`src/design/mqtt_fixed_header_framer_unit_macros.svh`:
```
// ---------------------------------------------------------------------------
// mqtt fixed header framer assertion macros
// shared concurrent assertion shorthands, empty when SYNTHESIS is defined
// ---------------------------------------------------------------------------
`ifndef MQTT_FIXED_HEADER_FRAMER_UNIT_MACROS_SVH
`define MQTT_FIXED_HEADER_FRAMER_UNIT_MACROS_SVH

`ifndef SYNTHESIS

// same-cycle implication
`define FHF_ASSERT_IMP(lbl, clk, rst, ante, cons, msg) \
   lbl: assert property (@(posedge clk) disable iff (rst) (ante) |-> (cons)) \
      else $error(msg);

// next-cycle implication
`define FHF_ASSERT_NXT(lbl, clk, rst, ante, cons, msg) \
   lbl: assert property (@(posedge clk) disable iff (rst) (ante) |=> (cons)) \
      else $error(msg);

`else

`define FHF_ASSERT_IMP(lbl, clk, rst, ante, cons, msg)
`define FHF_ASSERT_NXT(lbl, clk, rst, ante, cons, msg)

`endif

`endif

```
`src/design/mqtt_fhf_pkg.sv`:
```
// ---------------------------------------------------------------------------
// mqtt fixed header framer package
// shared types, codes and the end-of-packet rule check
// ---------------------------------------------------------------------------
package mqtt_fhf_pkg;

   localparam int MAX_LENGTH_BYTES_DEFAULT = 4;
   localparam int LEN_W                    = 28;
   localparam int CFG_W                    = 21;
   localparam logic [CFG_W-1:0] MAX_PACKET_BYTES_RESET = CFG_W'(1024);

   // item commands
   localparam logic CMD_DATA    = 1'b0;
   localparam logic CMD_RESTART = 1'b1;

   // mqtt control packet types
   localparam logic [3:0] PT_CONNACK  = 4'd2;
   localparam logic [3:0] PT_PUBLISH  = 4'd3;
   localparam logic [3:0] PT_PUBACK   = 4'd4;
   localparam logic [3:0] PT_PUBREC   = 4'd5;
   localparam logic [3:0] PT_PUBREL   = 4'd6;
   localparam logic [3:0] PT_PUBCOMP  = 4'd7;
   localparam logic [3:0] PT_SUBACK   = 4'd9;
   localparam logic [3:0] PT_UNSUBACK = 4'd11;
   localparam logic [3:0] PT_PINGRESP = 4'd13;

   localparam logic [3:0] FLAGS_NONE   = 4'h0;
   localparam logic [3:0] FLAGS_PUBREL = 4'h2;
   localparam logic [1:0] QOS_RESERVED = 2'd3;

   typedef enum logic [1:0] {
      PH_FIRST  = 2'd0,
      PH_LENGTH = 2'd1,
      PH_BODY   = 2'd2,
      PH_ERROR  = 2'd3
   } phase_type;

   typedef enum logic [1:0] {
      ST_OK        = 2'd0,
      ST_INVALID   = 2'd1,
      ST_TOO_LARGE = 2'd2
   } status_type;

   typedef struct packed {
      logic       cmd;
      logic [7:0] data_byte;
   } item_type;

   typedef struct packed {
      logic             emit;
      status_type       status;
      logic [3:0]       packet_type;
      logic [3:0]       header_flags;
      logic [LEN_W-1:0] body_length;
   } result_type;

   // client-side type, flag and length rules at packet end
   function automatic status_type check_packet(input logic [3:0]       pkt_type,
                                               input logic [3:0]       flags,
                                               input logic [LEN_W-1:0] len);
      logic       ok;
      logic [1:0] qos;
      qos = flags[2:1];
      case (pkt_type)
         PT_CONNACK, PT_PUBACK, PT_PUBREC, PT_PUBCOMP, PT_UNSUBACK: begin
            ok = (flags == FLAGS_NONE) && (len == LEN_W'(2));
         end
         PT_PUBLISH: begin
            ok = (qos != QOS_RESERVED) &&
                 (len >= ((qos == 2'd0) ? LEN_W'(3) : LEN_W'(5)));
         end
         PT_PUBREL: begin
            ok = (flags == FLAGS_PUBREL) && (len == LEN_W'(2));
         end
         PT_SUBACK: begin
            ok = (flags == FLAGS_NONE) && (len >= LEN_W'(3));
         end
         PT_PINGRESP: begin
            ok = (flags == FLAGS_NONE) && (len == '0);
         end
         default: begin
            ok = 1'b0;
         end
      endcase
      return ok ? ST_OK : ST_INVALID;
   endfunction

endpackage

```
`src/design/mqtt_fixed_header_framer_unit.sv`:
```
// ---------------------------------------------------------------------------
// mqtt fixed header framer unit
// receive-side fixed header parser: one byte per item, one verdict per packet
// ---------------------------------------------------------------------------
// usage
//  - req channel: one item per byte (req_cmd 0, req_data_byte) or a restart
//    command (req_cmd 1) that returns the parser to the start of a packet
//  - rsp channel: one verdict at packet end, or at once on a length error,
//    with status, type, flags and decoded remaining length
//  - csr channel: write of max_packet_bytes, always ready; write only while idle
//  - an accepted item is held in the input register until it moves on; its
//    verdict is then loaded into the result register, which drives rsp_valid
//  - throughput is one item per cycle unless a verdict stalls; the only loop is
//    the phase/length update, a narrow shift-or plus one 29 bit add and compare
//  - when the receiver stalls a pending verdict the input register holds its
//    item and req_stall rises; nothing is lost or repeated
//  - reset (synchronous) clears both stages, returns the parser to the first
//    header byte and loads max_packet_bytes with 1024
//  - after any error verdict bytes are dropped until a restart command
// ---------------------------------------------------------------------------
`include "mqtt_fixed_header_framer_unit_macros.svh"

module mqtt_fixed_header_framer_unit
   import mqtt_fhf_pkg::*;
#(
   parameter int MAX_LENGTH_BYTES = MAX_LENGTH_BYTES_DEFAULT
)
(
   input  logic             clock,
   input  logic             reset,
   // configuration
   input  logic             csr_valid,
   output logic             csr_ready,
   input  logic [CFG_W-1:0] csr_max_packet_bytes,
   // received bytes
   input  logic             req_valid,
   output logic             req_stall,
   input  logic             req_cmd,
   input  logic [7:0]       req_data_byte,
   // verdicts
   output logic             rsp_valid,
   input  logic             rsp_stall,
   output logic [1:0]       rsp_status,
   output logic [3:0]       rsp_packet_type,
   output logic [3:0]       rsp_header_flags,
   output logic [LEN_W-1:0] rsp_body_length
);

   logic [CFG_W-1:0] max_packet_bytes_ff;
   logic [CFG_W-1:0] max_packet_bytes_in;
   item_type         req_item;
   item_type         item;
   logic             item_valid;
   logic             advance;
   result_type       result;
   result_type       rsp_result;

   // configuration register, always writable
   assign csr_ready = 1'b1;

   always_comb begin
      if (csr_valid && csr_ready) begin
         max_packet_bytes_in = csr_max_packet_bytes;
      end else begin
         max_packet_bytes_in = max_packet_bytes_ff;
      end
   end

   always_ff @(posedge clock) begin
      if (reset) begin
         max_packet_bytes_ff <= MAX_PACKET_BYTES_RESET;
      end else begin
         max_packet_bytes_ff <= max_packet_bytes_in;
      end
   end

   assign req_item.cmd       = req_cmd;
   assign req_item.data_byte = req_data_byte;

   // input register
   mqtt_fhf_in_stage u_in_stage (
      .clock      (clock),
      .reset      (reset),
      .req_valid  (req_valid),
      .req_stall  (req_stall),
      .req_item   (req_item),
      .advance    (advance),
      .item_valid (item_valid),
      .item       (item)
   );

   // parser state steps only when the item moves on
   mqtt_fhf_core #(
      .MAX_LENGTH_BYTES (MAX_LENGTH_BYTES)
   ) u_core (
      .clock            (clock),
      .reset            (reset),
      .step_en          (item_valid && advance),
      .item             (item),
      .max_packet_bytes (max_packet_bytes_ff),
      .result           (result)
   );

   // result register
   mqtt_fhf_out_stage u_out_stage (
      .clock      (clock),
      .reset      (reset),
      .item_valid (item_valid),
      .result     (result),
      .rsp_stall  (rsp_stall),
      .advance    (advance),
      .rsp_valid  (rsp_valid),
      .rsp_result (rsp_result)
   );

   assign rsp_status       = rsp_result.status;
   assign rsp_packet_type  = rsp_result.packet_type;
   assign rsp_header_flags = rsp_result.header_flags;
   assign rsp_body_length  = rsp_result.body_length;

   // a stuck verdict must hold back a waiting item
   `FHF_ASSERT_IMP(a_stall_backpressure, clock, reset,
      rsp_valid && rsp_stall && item_valid, req_stall,
      "item advanced past a stalled verdict")

   // status code 3 is never produced
   `FHF_ASSERT_IMP(a_status_legal, clock, reset,
      rsp_valid, rsp_status != 2'd3,
      "illegal status code on rsp channel")

   // an accepted pingresp always has an empty body
   `FHF_ASSERT_IMP(a_pingresp_empty, clock, reset,
      rsp_valid && (rsp_status == ST_OK) && (rsp_packet_type == PT_PINGRESP),
      rsp_body_length == '0,
      "pingresp accepted with nonzero length")

   // a verdict only appears after an item was in the input register
   `FHF_ASSERT_NXT(a_verdict_source, clock, reset,
      !rsp_valid && !item_valid, !rsp_valid,
      "verdict with no item behind it")

endmodule

```
`src/design/mqtt_fhf_in_stage.sv`:
```
// ---------------------------------------------------------------------------
// mqtt fhf input stage
// registers one received item and holds it while the result side is blocked
// ---------------------------------------------------------------------------
module mqtt_fhf_in_stage
   import mqtt_fhf_pkg::*;
(
   input  logic     clock,
   input  logic     reset,
   input  logic     req_valid,
   output logic     req_stall,
   input  item_type req_item,
   input  logic     advance,
   output logic     item_valid,
   output item_type item
);

   logic     valid_ff;
   logic     valid_in;
   item_type item_ff;
   logic     accept;

   assign req_stall = valid_ff && !advance;
   assign accept    = req_valid && !req_stall;

   always_comb begin
      if (accept) begin
         valid_in = 1'b1;
      end else if (advance) begin
         valid_in = 1'b0;
      end else begin
         valid_in = valid_ff;
      end
   end

   always_ff @(posedge clock) begin
      if (reset) begin
         valid_ff <= 1'b0;
      end else begin
         valid_ff <= valid_in;
      end
   end

   always_ff @(posedge clock) begin
      if (accept) begin
         item_ff <= req_item;
      end
   end

   assign item_valid = valid_ff;
   assign item       = item_ff;

endmodule

```
`src/design/mqtt_fhf_core.sv`:
```
// ---------------------------------------------------------------------------
// mqtt fhf parse core
// packet phase, length decode and body count, one item per step
// ---------------------------------------------------------------------------
module mqtt_fhf_core
   import mqtt_fhf_pkg::*;
#(
   parameter int MAX_LENGTH_BYTES = MAX_LENGTH_BYTES_DEFAULT
)
(
   input  logic             clock,
   input  logic             reset,
   input  logic             step_en,
   input  item_type         item,
   input  logic [CFG_W-1:0] max_packet_bytes,
   output result_type       result
);

   localparam int ACC_W = 7 * MAX_LENGTH_BYTES;
   localparam int CNT_W = $clog2(MAX_LENGTH_BYTES + 1);
   localparam int CMP_W = (ACC_W + 1 > CFG_W) ? ACC_W + 1 : CFG_W;

   phase_type        phase_ff, phase_in;
   logic [7:0]       first_byte_ff, first_byte_in;
   logic [ACC_W-1:0] accum_ff, accum_in;
   logic [CNT_W-1:0] count_ff, count_in;
   logic [ACC_W-1:0] remaining_ff, remaining_in;

   logic [ACC_W-1:0] accum_add;
   logic [ACC_W-1:0] accum_sum;
   logic [CNT_W-1:0] count_inc;
   logic [ACC_W-1:0] remaining_dec;
   logic [CMP_W-1:0] total;
   logic             is_data;
   logic             zero_cont;
   logic             cont;
   logic             too_long;
   logic             too_large;

   // decode of the current byte against the state
   always_comb begin
      accum_add = '0;
      for (int i = 0; i < MAX_LENGTH_BYTES; i++) begin
         if (count_ff == CNT_W'(i)) begin
            accum_add = ACC_W'(item.data_byte[6:0]) << (7 * i);
         end
      end
      accum_sum     = accum_ff | accum_add;
      count_inc     = count_ff + CNT_W'(1);
      is_data       = step_en && (item.cmd == CMD_DATA);
      zero_cont     = (item.data_byte == 8'h00) && (count_ff != '0);
      cont          = item.data_byte[7];
      too_long      = count_inc >= CNT_W'(MAX_LENGTH_BYTES);
      total         = CMP_W'(accum_sum) + CMP_W'(count_inc) + CMP_W'(1);
      too_large     = total > CMP_W'(max_packet_bytes);
      remaining_dec = (remaining_ff != '0) ? remaining_ff - ACC_W'(1) : '0;
   end

   // verdicts
   always_comb begin
      result.emit         = 1'b0;
      result.status       = ST_OK;
      result.packet_type  = first_byte_ff[7:4];
      result.header_flags = first_byte_ff[3:0];
      result.body_length  = '0;
      if (is_data) begin
         case (phase_ff)
            PH_LENGTH: begin
               if (zero_cont || (cont && too_long)) begin
                  result.emit   = 1'b1;
                  result.status = ST_INVALID;
               end else if (!cont && too_large) begin
                  result.emit        = 1'b1;
                  result.status      = ST_TOO_LARGE;
                  result.body_length = LEN_W'(accum_sum);
               end else if (!cont && (accum_sum == '0)) begin
                  result.emit   = 1'b1;
                  result.status = check_packet(first_byte_ff[7:4], first_byte_ff[3:0], '0);
               end
            end
            PH_BODY: begin
               if (remaining_dec == '0) begin
                  result.emit        = 1'b1;
                  result.body_length = LEN_W'(accum_ff);
                  result.status      = check_packet(first_byte_ff[7:4], first_byte_ff[3:0],
                                                    LEN_W'(accum_ff));
               end
            end
            default: begin
            end
         endcase
      end
   end

   // next state
   always_comb begin
      phase_in      = phase_ff;
      first_byte_in = first_byte_ff;
      accum_in      = accum_ff;
      count_in      = count_ff;
      remaining_in  = remaining_ff;
      if (step_en && (item.cmd == CMD_RESTART)) begin
         phase_in      = PH_FIRST;
         first_byte_in = '0;
         accum_in      = '0;
         count_in      = '0;
         remaining_in  = '0;
      end else if (is_data) begin
         case (phase_ff)
            PH_FIRST: begin
               first_byte_in = item.data_byte;
               accum_in      = '0;
               count_in      = '0;
               remaining_in  = '0;
               phase_in      = PH_LENGTH;
            end
            PH_LENGTH: begin
               if (!zero_cont) begin
                  accum_in = accum_sum;
                  count_in = count_inc;
                  if (!cont && !too_large && (accum_sum != '0)) begin
                     remaining_in = accum_sum;
                     phase_in     = PH_BODY;
                  end
               end
            end
            PH_BODY: begin
               remaining_in = remaining_dec;
            end
            default: begin
            end
         endcase
         if (result.emit) begin
            phase_in = (result.status == ST_OK) ? PH_FIRST : PH_ERROR;
         end
      end
   end

   always_ff @(posedge clock) begin
      if (reset) begin
         phase_ff      <= PH_FIRST;
         first_byte_ff <= '0;
         accum_ff      <= '0;
         count_ff      <= '0;
         remaining_ff  <= '0;
      end else begin
         phase_ff      <= phase_in;
         first_byte_ff <= first_byte_in;
         accum_ff      <= accum_in;
         count_ff      <= count_in;
         remaining_ff  <= remaining_in;
      end
   end

endmodule

```
`src/design/mqtt_fhf_out_stage.sv`:
```
// ---------------------------------------------------------------------------
// mqtt fhf output stage
// result register, holds a verdict until the receiver takes it
// ---------------------------------------------------------------------------
module mqtt_fhf_out_stage
   import mqtt_fhf_pkg::*;
(
   input  logic       clock,
   input  logic       reset,
   input  logic       item_valid,
   input  result_type result,
   input  logic       rsp_stall,
   output logic       advance,
   output logic       rsp_valid,
   output result_type rsp_result
);

   logic       valid_ff;
   logic       valid_in;
   result_type result_ff;
   logic       load;

   // slot frees up unless a verdict is stuck
   assign advance = !(valid_ff && rsp_stall);
   assign load    = advance && item_valid && result.emit;

   always_comb begin
      if (advance) begin
         valid_in = load;
      end else begin
         valid_in = valid_ff;
      end
   end

   always_ff @(posedge clock) begin
      if (reset) begin
         valid_ff <= 1'b0;
      end else begin
         valid_ff <= valid_in;
      end
   end

   always_ff @(posedge clock) begin
      if (load) begin
         result_ff <= result;
      end
   end

   assign rsp_valid  = valid_ff;
   assign rsp_result = result_ff;

endmodule
```
`config.mk`:
```
export PLATFORM = sky130hd
export DESIGN_NAME = mqtt_fixed_header_framer_unit
export DESIGN_NICKNAME = d
export VERILOG_FILES = /design/src/design/mqtt_fhf_pkg.sv /design/src/design/mqtt_fixed_header_framer_unit.sv /design/src/design/mqtt_fhf_in_stage.sv /design/src/design/mqtt_fhf_core.sv /design/src/design/mqtt_fhf_out_stage.sv
export VERILOG_INCLUDE_DIRS = /design/src /design/src/design
export SDC_FILE = /design/constraint.sdc
export NUM_CORES = 1
export LEC_CHECK = 0
export BUFFER_PORTS_ARGS = -buffer_cell sky130_fd_sc_hd__buf_2
export CAP_MARGIN = 30
export CELL_PAD_IN_SITES_DETAIL_PLACEMENT = 1
export CELL_PAD_IN_SITES_GLOBAL_PLACEMENT = 1
export CORE_ASPECT_RATIO = 0.5
export CORE_MARGIN = 2
export CORE_UTILIZATION = 40
export CTS_CLUSTER_SIZE = 30
export DETAILED_ROUTE_END_ITERATION = 6
export PLACE_DENSITY = 0.82
export SYNTH_ARGS = -nofsm -noshare
export SYNTH_HDL_FRONTEND = slang
export SYNTH_SLANG_ARGS = --single-unit
```
`constraint.sdc`:
```
create_clock -name clock -period 6.4 [get_ports clock]
set_input_delay 0.32 -clock clock [delete_from_list [all_inputs] [get_ports clock]]
set_output_delay 0.32 -clock clock [all_outputs]
set_load 0.01 [all_outputs]
```
==> Word level (Yosys, flattened, before mapping) <==
Index checks and enable logic that the tools add are counted.
{ "classes": {"addsub": 4, "n_mul": 0, "div_mod_pow": 0, "n_lt_le_gt_ge": 5, "n_eq_ne": 22, "shifts": 0, "muxes": 42, "n_bitwise": 2, "n_reduce_logical": 45} }
{ "ops": {"columns": ["op", "count"], "rows": [
  ["$mux W28", 9],
  ["$pmux W28 S2", 2],
  ["$logic_not A28 Y1", 3],
  ["$pmux W28 S3", 1],
  ["$reduce_bool A28 Y1", 2],
  ["$add A28 B3 Y29", 1],
  ["$add A29 B1 Y29 const B", 1],
  ["$gt A29 B21 Y1", 1],
  ["$eq A28 B2 Y1 const B", 1],
  ["$ge A1 B28 Y1 const A", 1],
  ["$ge A28 B2 Y1 const B", 1],
  ["$ge A28 B28 Y1", 1],
  ["$or A28 B28 Y28", 1],
  ["$sub A28 B1 Y28 const B", 1],
  ["$mux W3", 7],
  ["$logic_and A1 B1 Y1", 19],
  ["$eq A4 B3 Y1 const B", 4],
  ["$mux W14", 1],
  ["$eq A4 B2 Y1 const B", 3],
  ["$eq A4 B4 Y1 const B", 3],
  ["$mux W1", 12],
  ["$pmux W3 S2", 2],
  ["$reduce_bool A3 Y1", 3],
  ["$logic_not A8 Y1", 1],
  ["27 further kinds", 39]
]} }
{ "word_totals": {"regBits": 139, "latch_bits": 0, "ramBits": 0, "rom_bits": 0, "input_bits": 35, "elab_cells": 134, "n_memories": 0} }

==> Depth between registers and ports, before layout <==
{ "logic_depth": {"ltp_word": 23, "mapped_depth": 28, "depth_no_buf": 23} }

==> Cells and area by module <==
From an unflattened synthesis, not the netlist that was laid out.
{ "unflattened": {"hier_cells": 940, "hier_area_um2": 8136.6} }
{ "modules_own_cells": {"columns": ["mod", "n_inst", "cells_each", "area_per_inst_um2", "seq_area_each_um2"], "rows": [
  ["mqtt_fhf_core", 1, 812, 5819.3, 1381.3],
  ["mqtt_fhf_out_stage", 1, 44, 1214.9, 1191.1],
  ["mqtt_fixed_header_framer_unit", 1, 71, 782.0, 420.4],
  ["mqtt_fhf_in_stage", 1, 13, 320.3, 290.3]
]} }

==> Least setup slack after synthesis <==
No wires, ideal clock.
{ "synth_timing": {"kind": "reg2reg", "from": "reg u_core.count_ff[2]", "to": "reg u_out_stage.result_ff (netlist bit u_out_stage.rsp_result[0]), enable pin", "setup_time_ps": 430, "t_arrival_ps": 5875, "required_ps": 5970, "setup_slack_ps": 96, "stages_incl_launch_ff": 26, "path_buffers": 3, "synth_period_minus_slack_ps": 6304, "cell_sequence": "dfxtp_1 > buf_2 > inv_1 > ha_1 > clkbuf_1 > nor3_2 > and2_0 > clkbuf_1 > a21oi_1 > ha_1 > fa_1 > inv_1 > a21oi_1 > nor3_1 > nand3_2 > nor4b_1 > xnor2_1 > ha_1 > and3_1 > o21a_1 > a221o_1 > o21bai_1 > o21ai_0 > or4b_4 > a211oi_1 > inv_1"} }
{ "synth_between": {"elab_chain_cells": 15, "elab_cells_between_ends": 27, "classes_between": "add/sub: 3; order compare: 2; eq/ne: 3; mux: 9; bitwise: 1; reduce/logical: 9"} }
{ "synth_rtl": {"columns": ["item", "line_no", "rtl"], "rows": [
  ["from (decl)", "mqtt_fhf_core.sv:26", "logic [CNT_W-1:0] count_ff, count_in;"],
  ["from (signal assigned)", "mqtt_fhf_core.sv:150", "count_ff <= count_in;"],
  ["$logic_not A3 Y1", "mqtt_fhf_core.sv:44", "if (count_ff == CNT_W'(i)) begin"],
  ["$mux W7", "mqtt_fhf_core.sv:44", null],
  ["$mux W14", "mqtt_fhf_core.sv:44", null],
  ["$mux W28 (2 in series)", "mqtt_fhf_core.sv:44", null],
  ["$or A28 B28 Y28", "mqtt_fhf_core.sv:48", "accum_sum = accum_ff | accum_add;"],
  ["$add A28 B3 Y29", "mqtt_fhf_core.sv:54", "total = CMP_W'(accum_sum) + CMP_W'(count_inc) + CMP_W'(1);"],
  ["$add A29 B1 Y29", "mqtt_fhf_core.sv:54", null],
  ["$gt A29 B21 Y1", "mqtt_fhf_core.sv:55", "too_large = total > CMP_W'(max_packet_bytes);"],
  ["$logic_and A1 B1 Y1", "mqtt_fhf_core.sv:72", "end else if (!cont && too_large) begin"],
  ["$mux W3", "mqtt_fhf_core.sv:72", null],
  ["$mux W3 (*)", "mqtt_fhf_core.sv:69", "if (zero_cont || (cont && too_long)) begin"],
  ["$pmux W3 S2 (*)", "mqtt_fhf_core.sv:67", "case (phase_ff)"],
  ["$mux W3 (*)", "mqtt_fhf_core.sv:66", "if (is_data) begin"],
  ["$logic_and A1 B1 Y1 (*)", "mqtt_fhf_out_stage.sv:25", "assign load = advance && item_valid && result.emit;"],
  ["via u_out_stage.load", "mqtt_fhf_out_stage.sv:21", "logic load;"],
  ["to (signal assigned)", "mqtt_fhf_out_stage.sv:45", "result_ff <= result;"],
  ["to (decl)", "mqtt_fhf_out_stage.sv:20", "result_type result_ff;"]
]} }
The timed path passes the listed nets; every way through them passes the cells marked *.
A chain may end at the register's enable or synchronous reset.

==> Worst setup path in the final report <==
{ "layout_timing": {"from": "reg u_core.count_ff[2]", "to": "reg u_out_stage.result_ff (netlist bit u_out_stage.rsp_result[14]), enable pin"} }
Same word-level chain as after synthesis.

==> reports/summary.md <==
After synthesis the netlist holds a flip-flop and latch count of 139. The worst hold slack was 0.0509 ns; the sum of net half-perimeters after detailed placement was 20.7 mm. Yosys mapped the design onto 75 distinct sky130hd cell types. Ranked by instance count, the synthesized netlist is headed by 121 x nand2_1, 109 x nor2_1, 92 x dfxtp_1.

STA puts the critical path data required time at 6.53 ns. For this run, the leading register cell type out of synthesis is dfxtp_1. Of all flip-flops after synthesis, the portion carrying an async set or reset was 0%.

The number of cells on the worst reg-to-reg path works out to 19. In this run the worst setup path terminates at u_out_stage.rsp_result[14]$_SDFFCE_PN0P_. Data on the critical path arrives at its endpoint at 6.18 ns. The repair_antennas step left the layout with diodes totalling 0. Synthesis produced a netlist whose cell count is 978.

In the final routed layout, each cell accounts on average for 22.0 um. The power per unit of standard cell area came out at 212 nW/um^2. The logs give 0 for the total count of max-transition violations in the final report and 0 for the number of failing hold endpoints at the final stage. The number of global-route vias before repair was 8305. Summing the areas of all and, or, nand and nor instances in the mapped netlist gives 24.8% of the synthesized area. The Yosys step of the flow raised 0 warnings.

Count of hold buffers inserted by post-cts repair: 0. The flow ran to the end, and the final reports show no timing, DRC or antenna violations. The tree is rooted in a clkbuf_16. The core region is 20500 um^2.

The synthesized design contains 47 enable-type register cells. The tools report the startpoint class of the critical path as a flop. Classification of the worst-slack hold path: input pin to flop. For this run the aggregate overflow at the end of global routing stands at 0. The last weighted congestion value of the routability-driven placer was 0.990; the count of clock tree sinks was 139.

The final wirelength is 29.3 mm. After Yosys synthesis, XOR and XNOR cells account for 4.11% of the synthesized area. The layout net count came out at 1119. Once detail routing completed, the nets flagged for antenna violations numbered 0. After synthesis, the cell types taking the most area are dfxtp_1 22%, edfxtp_1 17%, mux2i_1 6.0%. The run gives 76 as the number of placed I/O pins.

The critical path starts at u_core.count_ff[2]$_SDFFE_PP0P_. Classification of the worst setup path: flop to flop. The layout has 2430 filler cells. TritonCTS built the clock tree. Of all nets on the critical path, the largest fanout is 38. Among all cell types in the netlist, the one instantiated most often is nand2_1. For the pin with the worst max-slew slack, the measured transition is 1.04 ns. The synthesized-area fraction occupied by ao, oa, aoi and oai cells was 15.2%; the number of stages on the worst hold path was 1. In the final timing run, aggregate negative setup slack is 0 ns. After synthesis, the mean cell area works out to 8.51 um^2. The worst setup slack before clock tree synthesis is 0.161 ns.

For the DRC marker count from the first detailed-route iteration, the log shows 881. The signal on the critical path passes through inv_1, ha_1, buf_4, nor4b_4, buf_4, a21oi_2, nor3_1, nand3b_1, nor2_1, xnor2_1, ha_1, o21a_1, a221o_1, o21bai_1, o21ai_0, or4b_4, a211oi_2, inv_1, buf_4. For this run, design rule violations remaining after detail routing come to 0. Relative to the synthesized area, the layout overhead comes to 16.1%.

The tool flagged a number of max-cap violations equal to 0. The tools report the max-slew headroom at the worst pin as 30.6%. The worst register-to-register path begins at u_core.count_ff[2]$_SDFFE_PP0P_. The run gives 1050 as the post-synthesis net count.

The number of buffers on the longest clock path was 2; the share of post-route cells with drive strength above 1 was 15.8%. Across all setup checks in the final design, the least slack found is 0.351 ns. STA classifies the critical path endpoint as a flop. Of the available clock period, the critical path in the final layout requires 94.5%. Clock-pin slew was measured on the worst setup and hold paths at 0.07 ns. Number of vias in the routed layout: 8099. Across every metal layer, demand over resource in global routing totals 26.6%. In this run the number of H-tree levels came out at 4.

The first detailed-routing pass took 6 iterations. Of the total synthesized cell area, the portion taken by full adders, half adders and majority gates is 5.65%. Among the stages of the critical path, the cell type that occurs most often is buf_4. The via density per instance came out at 6.08.

At the later pin of the worst-skew pair, clock insertion delay measures 0.44 ns. The total leakage power came out at 3.81 nW. The slack of the worst reg-to-reg path was 0.35 ns; the timing-limited maximum frequency was 0.165 GHz.

The die is 208 um wide. Setup violations remaining at the end of the flow were counted as 0. The synthesized design devotes to its leading area cell type 22.1% of total area. Multiplexer cells account for 6.02% of the synthesized area. By area, the combinational part of the netlist is dominated by simple AND/OR/NAND/NOR gates. Once the floorplan was initialized, standard cells occupied 40.7% of the core. The die area was 22000 um^2; the longest individual stage delay on the worst path was 0.82 ns. The logs give 17 for the number of buffers created by CTS and 37 for the row count. The wire length of the first global-routing pass is 46.1 mm, and the worst vdd rail ir drop is 179 uV. The initial antenna violation count was 0; the minimum clock period was 6.05 ns. Entering global routing, the biggest net connects 43 pins. The count of buffers added on input and output ports is 74. After synthesis, flip-flops and latches occupy 39.1% of the total area.

The die boundary height works out to 106 um. Between clock sinks in the finished design, the worst skew comes to 0.00961 ns. The largest individual stage delay along the critical path comes from the cell nor3_1.

After synthesis the cells add up to 8320 um^2. Critical register-to-register path endpoint: u_out_stage.rsp_result[14]$_SDFFCE_PN0P_. Summed over all instances, the cell type with the most area after synthesis is dfxtp_1.
==> worst max-delay path, delay by kind of cell, from the launching register on <==
family / cells / cell delay (ns)
buf+inv: 5 / 0.87
flops: 1 / 0.57
compound gates: 6 / 1.38
fa+ha+maj: 2 / 0.55
xor+xnor: 1 / 0.17
simple gates: 5 / 2.17
==> where the power goes <==
group,switching (mW),internal (mW)
sequential,0.0158,0.922
clock,0.434,0.528
combinational,0.0915,0.0549
total,0.541,1.50
==> logic make-up after synthesis <==
logic type               Yosys count
other                              1
flip-flops                       139
AND/OR/NAND/NOR                  406
buffers and inverters            104
adder cells (fa/ha/maj)           37
multiplexers                      50
AO/OA/AOI/OAI                    202
XOR/XNOR                          39
==> routing by layer <==
metal,track usage [%],up-vias,part of all wire [%]
met5,0,-,0
met4,8.81,0,2.4
met3,7.18,70,9.4
met2,43.3,387,46
met1,34.5,3973,42
li1,-,3669,-
==> cells in the final DEF, fill, tap and decap left out, types with 13 or more instances in the layout <==
master / count
o21ai_0: 38
ha_1: 36
edfxtp_1: 47
nand2_1: 120
a21oi_1: 59
nor3_1: 20
nor4_1: 23
nand3_1: 24
clkbuf_16: 18
xor2_1: 13
xnor2_1: 26
o22ai_1: 29
nand4_1: 18
nor2_1: 109
inv_1: 42
buf_2: 75
buf_4: 34
dfxtp_1: 92
mux2i_1: 50
==> flip-flops by register name, summed over array words and instances, names as in the netlist <==
register	flops
u_core.accum_ff	28
u_core.first_byte_ff	8
u_core.remaining_ff	28
u_out_stage.rsp_valid	1
u_in_stage.item_valid	1
u_out_stage.rsp_result	38
u_in_stage.item	9
max_packet_bytes_ff	21
u_core.phase_ff	2
u_core.count_ff	3
==> timing repair <==
action,CTS,global route
endpoints found under the setup margin,0,96
hold endpoints to repair,0,0
buffers inserted,0,3
gates resized for setup,0,8
==> metrics by stage <==
step | cells | power, mW | util (%) | cell area (um^2)
finish | 1333 | 2.05 | 47.2 | 9660
global route | 1333 | 2.10 | 47.2 | 9660
CTS | 1328 | 2.04 | 46.8 | 9580
detailed placement | 1296 | 1.10 | 44.1 | 9020
global placement | 1294 | 1.09 | 44.0 | 9000
floorplan | 978 | 1.05 | - | 8320
==> area by class of cell <==
cell class | instances | area, um^2 | area share (%)
multi-input combinational | 735 | 4680 | 48.5
sequential | 139 | 3250 | 33.7
timing repair buffer | 111 | 657 | 6.80
clock buffer | 19 | 454 | 4.70
tap | 273 | 342 | 3.54
inverter | 43 | 161 | 1.67
clock inverter | 13 | 109 | 1.13
==> how the worst min path moves through the flow <==
stage	startpoint	to	slack (ns)
2_1_floorplan	reset	u_out_stage.rsp_valid$_SDFFE_PP0N_	0.39
3_3_place_gp	u_core.first_byte_ff[3]$_SDFFE_PP0P_	u_out_stage.rsp_result[31]$_DFFE_PP_	0.44
3_5_place_dp	u_core.first_byte_ff[3]$_SDFFE_PP0P_	u_out_stage.rsp_result[31]$_DFFE_PP_	0.45
4_1_cts	req_data_byte[3]	u_in_stage.item[3]$_DFFE_PP_	0.05
5_1_grt	req_data_byte[3]	u_in_stage.item[3]$_DFFE_PP_	0.04
6_report	req_data_byte[3]	u_in_stage.item[3]$_DFFE_PP_	0.05
(Power assumes the default switching activity.)
